===== config.mk =====
export PLATFORM = sky130hd
export DESIGN_NAME = psi_ctrl
export DESIGN_NICKNAME = d
export VERILOG_FILES = /design/src/sv/periodic_setpoint_interpolator_unit_defines.svh /design/src/sv/psi_pkg.sv /design/src/sv/psi_ctrl.sv
export SDC_FILE = /design/constraint.sdc
export NUM_CORES = 1
export LEC_CHECK = 0
export ABC_AREA = 1
export BUFFER_PORTS_ARGS = -buffer_cell sky130_fd_sc_hd__buf_2
export CELL_PAD_IN_SITES_DETAIL_PLACEMENT = 0
export CELL_PAD_IN_SITES_GLOBAL_PLACEMENT = 1
export CORE_MARGIN = 5
export CORE_UTILIZATION = 27
export CTS_CLUSTER_SIZE = 20
export DETAILED_ROUTE_END_ITERATION = 8
export PLACE_DENSITY = 0.73
export SYNTH_ARGS = -nofsm -noshare
export SYNTH_HDL_FRONTEND = slang
export SYNTH_SLANG_ARGS = --single-unit

===== constraint.sdc =====
create_clock -name clk -period 1.6 [get_ports clk]
set_clock_uncertainty 0.2 [all_clocks]
set_input_delay 0.16 -clock clk [delete_from_list [all_inputs] [get_ports clk]]
set_output_delay 0.16 -clock clk [all_outputs]
set_load 0.01 [all_outputs]

===== src/sv/periodic_setpoint_interpolator_unit_defines.svh =====
// Assertion macros for the setpoint interpolator.
`ifndef PERIODIC_SETPOINT_INTERPOLATOR_UNIT_DEFINES_SVH
`define PERIODIC_SETPOINT_INTERPOLATOR_UNIT_DEFINES_SVH
// Assert that a condition implies a consequence in the same cycle.
`define PSI_ASSERT_IMP(label, clk, rst_n, cond, cons, msg) \
	label: assert property (@(posedge clk) disable iff (!rst_n) (cond) |-> (cons)) \
		else $error(msg);
// Assert that a condition implies a consequence in the next cycle.
`define PSI_ASSERT_NEXT(label, clk, rst_n, cond, cons, msg) \
	label: assert property (@(posedge clk) disable iff (!rst_n) (cond) |=> (cons)) \
		else $error(msg);
`endif


===== src/sv/psi_pkg.sv =====
// Shared types and constants of the setpoint interpolator.
`timescale 1ns / 1ps
package psi_pkg;
	localparam int TimeW = 32;
	localparam int ValW  = 32;
	localparam int IdxW  = 8;
	localparam int NumW  = 9;
	localparam int FracW = 16;
	localparam logic CmdLoad  = 1'b0;
	localparam logic CmdQuery = 1'b1;

	typedef struct packed {
		logic take_query;
		logic chk;
		logic start_mod;
		logic read_first;
		logic seg_init;
		logic seg_step;
		logic start_div;
		logic start_mul;
		logic res_zero;
		logic res_rd;
		logic res_interp;
		logic finish;
	} psi_cmd_t;

	typedef struct packed {
		logic mod_done;
		logic div_done;
		logic empty;
		logic need_mod;
		logic before_first;
		logic one_point;
		logic seg_adv;
		logic seg_last;
	} psi_stat_t;
endpackage


===== src/sv/psi_ctrl.sv =====
// Controller state machine of the setpoint interpolator.
`timescale 1ns / 1ps
module psi_ctrl (
	input  logic              clk,
	input  logic              arst_n,
	input  logic              in_fire,
	input  logic              in_query,
	input  logic              out_busy,
	input  psi_pkg::psi_stat_t stat,
	output psi_pkg::psi_cmd_t  cmd,
	output logic              busy
);
	import psi_pkg::*;

	localparam logic [2:0] StIdle  = 3'd0;
	localparam logic [2:0] StChk   = 3'd1;
	localparam logic [2:0] StMod   = 3'd2;
	localparam logic [2:0] StFirst = 3'd3;
	localparam logic [2:0] StSeg   = 3'd4;
	localparam logic [2:0] StDiv   = 3'd5;
	localparam logic [2:0] StMul   = 3'd6;
	localparam logic [2:0] StOut   = 3'd7;

	logic [2:0] state_q, state_d;

	always_comb begin
		state_d = state_q;
		cmd = '0;
		unique case (state_q)
			StIdle: begin
				if (in_fire && in_query) begin
					cmd.take_query = 1'b1;
					state_d = StChk;
				end
			end
			StChk: begin
				cmd.chk = 1'b1;
				if (stat.empty) begin
					cmd.res_zero = 1'b1;
					state_d = StOut;
				end else if (stat.need_mod) begin
					cmd.start_mod = 1'b1;
					state_d = StMod;
				end else begin
					cmd.read_first = 1'b1;
					state_d = StFirst;
				end
			end
			StMod: begin
				if (stat.mod_done) begin
					cmd.read_first = 1'b1;
					state_d = StFirst;
				end
			end
			StFirst: begin
				cmd.seg_init = 1'b1;
				if (stat.before_first || stat.one_point) begin
					cmd.res_rd = 1'b1;
					state_d = StOut;
				end else begin
					state_d = StSeg;
				end
			end
			StSeg: begin
				if (stat.seg_adv) begin
					if (stat.seg_last) begin
						cmd.res_rd = 1'b1;
						state_d = StOut;
					end else begin
						cmd.seg_step = 1'b1;
					end
				end else begin
					cmd.start_div = 1'b1;
					state_d = StDiv;
				end
			end
			StDiv: begin
				if (stat.div_done) begin
					cmd.start_mul = 1'b1;
					state_d = StMul;
				end
			end
			StMul: begin
				cmd.res_interp = 1'b1;
				state_d = StOut;
			end
			StOut: begin
				if (!out_busy) begin
					cmd.finish = 1'b1;
					state_d = StIdle;
				end
			end
			default: state_d = StIdle;
		endcase
	end

	always_ff @(posedge clk or negedge arst_n) begin
		if (!arst_n) begin
			state_q <= StIdle;
		end else begin
			state_q <= state_d;
		end
	end

	assign busy = (state_q != StIdle);
endmodule


# After elaboration in Yosys (flattened, before gate mapping)
# Cells that the tools add are included.
[word_totals]
register_bits = 3
latch_bits = 0
ram_bits = 0
rom_bits = 0
input_bits = 13
output_inout_bits = 13
mem_count = 0
[op_classes]
add_sub_neg = 0
multipliers = 0
n_div = 0
magnitude_cmp = 0
eq_ne = 12
n_shift = 0
mux = 34
n_bitwise = 0
reduce_logical = 5
[ops]
columns = ["operator", "count"]
rows = [
  ["$pmux W3 S8", 1],
  ["$mux W3", 7],
  ["$mux W1", 20],
  ["$eq A3 B3 Y1 const B", 4],
  ["$mux W2", 4],
  ["$ne A2 B2 Y1 const B", 4],
  ["$eq A3 B2 Y1 const B", 2],
  ["$reduce_and A5 Y1", 1],
  ["$pmux W1 S2", 2],
  ["$eq A3 B1 Y1 const B", 1],
  ["$logic_not A3 Y1", 1],
  ["$ne A3 B3 Y1 const B", 1],
  ["$reduce_bool A3 Y1", 1],
  ["$logic_and A1 B1 Y1", 1],
  ["$logic_or A1 B1 Y1", 1],
]

# Logic depth before layout (Yosys ltp)
# Gate-level depths: netlist (run 1).
[depth]
ltp_word = 3
depth_mapped = 8
mapped_depth_nobuf = 7

# Worst setup path before layout (run 1)
# Ideal clock, no wire load.
[synth_timing]
kind = "flip-flop to output port"
start = "register state_q[0]"
end = "output cmd[2] (netlist bit)"
t_arrival_ns = 0.996
t_required_ns = 1.240
setup_slack_ns = 0.244
stages_incl_launch_ff = 5
path_buffers = 1
path_cell_list = "dfrtp_1 buf_6 nor2_8 nand3_1 o21ai_0"
[synth_lines]
columns = ["element", "line", "text"]
rows = [
  ["start: declaration", "psi_ctrl.sv:24", "logic [2:0] state_q, state_d;"],
  ["start signal: assignment", "psi_ctrl.sv:99", "state_q <= StIdle;"],
  ["start signal: assignment", "psi_ctrl.sv:101", "state_q <= state_d;"],
  ["end: declaration", "psi_ctrl.sv:10", "output psi_pkg::psi_cmd_t cmd,"],
]

==> flow_summary_export.csv, run 1 <==
group,metric,value,unit
timing,setup_violations,4,
clocking,cts_sinks,3,
floorplanning,start_util,27.72,%
cells_and_area,diodes,0,
power_and_ir_drop,finalPower,1.618,mW
cells_and_area,utilization,49.74,%
setup_path,reg2reg_setup_slack,60,ps
floorplanning,pin_count,26,
drt,viasPerCell,4.669,
setup_path,worstRegToRegCells,10,
setup_path,endpoint_kind,"output port",
grt,grt_pass1_wl,2339,um
job,drv_cap,0,
run_status,violations,"negative setup slack",
yosys,yosysSeqAreaShare,16.22,%
timing,max_freq,604.2,MHz
floorplanning,core,1670,um2
clocking,cts_buffer_depth,2,
power_and_ir_drop,peakVddDrop,0.7935,mV
timing,slew_headroom,86.79,%
floorplanning,die-area,2642,um2
drt,vias,621,
cells_and_area,area_delta_synth_final,79.46,%
timing,finalMaxSlewViolations,0,
grt,antenna_found_initial,0,
drt,first_pass_iters,4,
yosys,synth_warnings,0,
clocking,cts.htree.levels,1,
timing,setup_ws,-55.16,ps
yosys,synth-seq-cells,3,
clocking,cts_root_buf,"clkbuf_4",
yosys,synth_nets,83,
grt,grt_max_degree,11,
yosys,synthCells,70,
timing,fin_crit,1655,ps
floorplanning,die_x,51.41,um
setup_path,critPathLaunchType,"flop",
floorplanning,die_h,51.41,um
timing,rsz0062_at_grt,"true",
setup_path,worst_ep_required_time,1240,ps
clocking,cts_made_buffers,3,
setup_path,r2r-end,"state_q[1]",
cells_and_area,reg_top3,"state_q (3)",
cells_and_area,top_register,"state_q",
yosys,syn_area,462.9,um2
clocking,clk_latency,240,ps
floorplanning,floorplan.rows,15,
drt,ant_nets,0,
min_path,hold_path_class,"in -> async",
placed_design,place_congestion,0.7391,
placed_design,place_inst,113,
grt,grt_pass1_vias,571,
timing,fin_crit_sh,103.4,%
clocking,cts_tree,"built",
timing,whs,42.38,ps
setup_path,path_class,"reg -> out",
cells_and_area,layout-drive-gt1-share,62.93,%
placed_design,dp_slack,110.6,ps
timing,worst_pin_slew,198.1,ps
grt,track_usage,11.65,%
clocking,clk_pin_slew,40,ps
drt,drcViolationCount,0,
placed_design,dpl.hpwl,1057,um
run_status,outcome,"finished with violations",
yosys,ys_types,20,
timing,finalHoldViolations,0,
cells_and_area,fin_cells,133,
drt,drt_wl_total,1508,um
power_and_ir_drop,p_leak,0.4582,nW
grt,grt_overflow,0,
cells_and_area,fin_nets,130,
drt,wl_per_cell,11.34,um
drt,drt_iter0_markers,6,
setup_path,path_max_fanout,5,
cells_and_area,largest_reg_flops,3,
setup_path,timing.rr.start,"state_q[0]",
power_and_ir_drop,power.density,1948,nW/um2
placed_design,portBuffers,25,
yosys,avgSynthCellArea,6.613,um2
setup_path,cp.arrival,1300,ps
-- critical path, cell delays in order, from the launching register on --
cell and delay [ps]:
dfrtp_1 400, buf_12 150, nor2_8 150, inv_2 60
nor3_2 150, buf_2 150
-- through the flow --
| step | setup TNS [ps] | cell area [um2] |
|---|---|---|
| final | -144.8 | 830.8 |
| after global routing | -705.9 | 830.8 |
| after CTS | -87.72 | 780.7 |
| after detailed placement | 0 | 618.1 |
| after global placement | 0 | 618.1 |
| after floorplan | 0 | 462.9 |
-- power by group --
group / leakage, nW / internal, mW / switching, mW
registers: 0.0336 / 0.124 / 0.0697
logic: 0.410 / 0.624 / 0.664
clock network: 0.0150 / 0.0937 / 0.0425
total: 0.458 / 0.842 / 0.776
-- Yosys cell counts, drive strengths merged --
library cell	number	area share [%]
dfrtp	3	16
nand4	2	4.1
o21ai	4	5.1
a21oi	2	2.2
nor2	14	19
nand3	13	18
nor3	3	3.2
buf	3	7.3
inv	11	10
nand2	15	14
-- what timing repair did --
item	CTS	global route
hold buffers	2	0
pin swaps	4	11
setup endpoints to repair	7	12
endpoints found under the hold margin	4	0
setup buffers	12	2
resized for setup	10	10
-- layer usage --
metal	vias up	wire length [um]	track usage, %
met5	-	0	0
met4	0	13	5.240
met3	2	94	1.166
met2	18	776	20.97
met1	282	624	13.68
li1	319	-	-
-- worst max path at each step --
stage	from	to	slack (ps)	depth (start not counted)
after global placement	state_q[1]	cmd[8]	140	7
final	state_q[1]	cmd[5]	-60	5
after detailed placement	state_q[1]	cmd[8]	110	7
after CTS	state_q[1]	cmd[4]	-30	6
after floorplan	state_q[0]	cmd[2]	240	4
after global routing	state_q[1]	cmd[8]	-130	7
-- final cells by class --
class | count | area (um2)
well taps | 17 | 21.27
fillers | 170 | 839.6
repair buffers | 45 | 314.1
clock buffers | 4 | 26.28
flip-flops and latches | 3 | 76.32
inverters | 11 | 48.80
multi-input cells | 53 | 344.1
-- cells in the final DEF (no fill, tap or decap), drive strengths merged --
cell,Yosys,final
buf,3,43
nand2,15,15
nor2,14,14
nand3,13,13
inv,11,11
clkbuf,0,4
o21ai,4,4
nor3,3,3
dfrtp,3,3
a21oi,2,2
dlygate4sd3,0,2
nand4,2,2
-- cell families after synthesis --
group,share of synthesized area [%]
and+or+nand+nor,59.19
buffers and inverters,17.30
AOI/OAI and AO/OA,7.297
DFF,16.22
No activity file was read; power rests on OpenSTA's default activity.
==> run 2, diff against run 1 <==
--- a/config.mk
+++ b/config.mk
@@ -14,6 +14,8 @@
 export CTS_CLUSTER_SIZE = 20
 export DETAILED_ROUTE_END_ITERATION = 8
 export PLACE_DENSITY = 0.73
+export SLEW_MARGIN = 10
 export SYNTH_ARGS = -nofsm -noshare
 export SYNTH_HDL_FRONTEND = slang
 export SYNTH_SLANG_ARGS = --single-unit
+export TNS_END_PERCENT = 10
==> constraint.sdc (replaced) <==
create_clock -name clk -period 1.7 [get_ports clk]
set_clock_uncertainty 0.2 [all_clocks]
set_input_delay 0.17 -clock clk [delete_from_list [all_inputs] [get_ports clk]]
set_output_delay 0.17 -clock clk [all_outputs]
set_load 0.01 [all_outputs]
==> flow_summary_export.csv, run 2 (synthesized netlist as in run 1, its figures left out) <==
group,metric,value,unit
timing,slew_headroom,89.58,%
drt,drt_iter0_markers,7,
power_and_ir_drop,power.density,1815,nW/um2
setup_path,reg2reg_setup_slack,220,ps
cells_and_area,reg_top3,"state_q (3)",
timing,fin_crit_sh,98.54,%
clocking,cts.htree.levels,1,
cells_and_area,diodes,0,
clocking,cts_tree,"built",
setup_path,worst_ep_required_time,1330,ps
placed_design,place_congestion,0.7280,
clocking,clk_pin_slew,40,ps
drt,drt_wl_total,1426,um
clocking,clk_latency,250,ps
grt,antenna_found_initial,0,
drt,wl_per_cell,11.50,um
setup_path,critPathLaunchType,"flop",
power_and_ir_drop,p_leak,0.4084,nW
timing,fin_crit,1675,ps
floorplanning,pin_count,26,
cells_and_area,layout-drive-gt1-share,57.01,%
drt,ant_nets,0,
cells_and_area,area_delta_synth_final,55.68,%
clocking,cts_root_buf,"clkbuf_4",
drt,drcViolationCount,0,
setup_path,cp_slowest_cell,"dfrtp_2",
drt,vias,583,
cells_and_area,final_common_cell,"buf_2",
setup_path,endpoint_kind,"output port",
placed_design,dpl.hpwl,1058,um
grt,grt_max_degree,11,
cells_and_area,postLayoutCellArea,720.7,um2
cells_and_area,mostFrequentLayoutCells,"buf_2, nand2_1, nor2_1",
grt,grt_overflow,0,
floorplanning,floorplan.rows,15,
timing,rsz0062_at_grt,"true",
min_path,hold_path_class,"in -> async",
placed_design,portBuffers,25,
floorplanning,die_h,51.41,um
floorplanning,die-area,2642,um2
setup_path,cp_top_family,"flip-flops",
floorplanning,start_util,27.72,%
clocking,cts_sinks,3,
grt,track_usage,11.89,%
cells_and_area,largest_reg_flops,3,
timing,worst_pin_slew,154.6,ps
setup_path,path_cells,"buf_4, nor2_8, inv_1, nor3_2, buf_2",
timing,finalMaxSlewViolations,0,
clocking,cts_buffer_depth,2,
clocking,cts_made_buffers,3,
setup_path,cpPeakStageDelay,430,ps
cells_and_area,fin_nets,121,
drt,viasPerCell,4.702,
power_and_ir_drop,peakVddDrop,0.5504,mV
timing,setup_tns,0,ps
setup_path,cp.arrival,1310,ps
timing,finalHoldViolations,0,
timing,max_freq,597.0,MHz
drt,first_pass_iters,4,
cells_and_area,top_register,"state_q",
floorplanning,core,1670,um2
setup_path,path_max_fanout,5,
floorplanning,die_x,51.41,um
setup_path,path_buf_inv,3,
grt,grt_pass1_vias,553,
run_status,outcome,"complete, no violations",
job,drv_cap,0,
setup_path,path_class,"reg -> out",
grt,grt_pass1_wl,2311,um
timing,setup_violations,0,
placed_design,dpl_cell_area,613.1,um2
==> run 2: routing by layer <==
| metal | global-route usage, % | vias to the layer above | wire length (um) |
|---|---|---|---|
| met2 | 19.07 | 23 | 691 |
| li1 | - | 301 | - |
| met3 | 1.458 | 5 | 101 |
| met4 | 9.170 | 0 | 48 |
| met1 | 14.19 | 254 | 585 |
| met5 | 0 | - | 0 |
==> run 2: what timing repair did <==
action,CTS,global route
setup buffers,3,1
pin swaps,0,2
setup endpoints to repair,4,5
gates resized for setup,3,8
endpoints found under the hold margin,4,0
hold buffers,2,0
==> run 2: layout make-up <==
type | instances | area [um2]
clock buffer | 4 | 26.28
fill | 187 | 949.7
inverter | 11 | 46.29
multi-input combinational | 53 | 329.1
sequential | 3 | 77.57
tap | 17 | 21.27
timing repair buffer | 36 | 220.2
==> run 2: through the flow <==
step	total power [mW]	setup WS (ps)	cells	util, %	hold WS (ps)
finish	1.308	24.89	124	43.15	46.10
global route	1.436	-64.50	124	43.15	45.12
CTS	1.240	-13.57	123	41.05	43.38
detailed placement	1.029	188.3	114	36.70	-230.4
global placement	1.032	196.0	114	36.70	-231.0
floorplan	0.8327	334.4	70	-	-325.6
==> run 2: power breakdown <==
part           internal (mW)  switching (mW)
clock                 0.0887          0.0475
sequential             0.119          0.0582
combinational          0.427           0.568
total                  0.635           0.673
==> run 2: worst paths after layout <==
path	start	endpoint	cells past startpoint
worst min-delay path	arst_n	state_q[1]	2
min in group clk	stat[6]	state_q[0]	4
worst min register to register	state_q[1]	state_q[1]	3
worst max register to register	state_q[0]	state_q[2]	8
worst max-delay path	state_q[0]	cmd[5]	5
max in group asynchronous	arst_n	state_q[2]	2
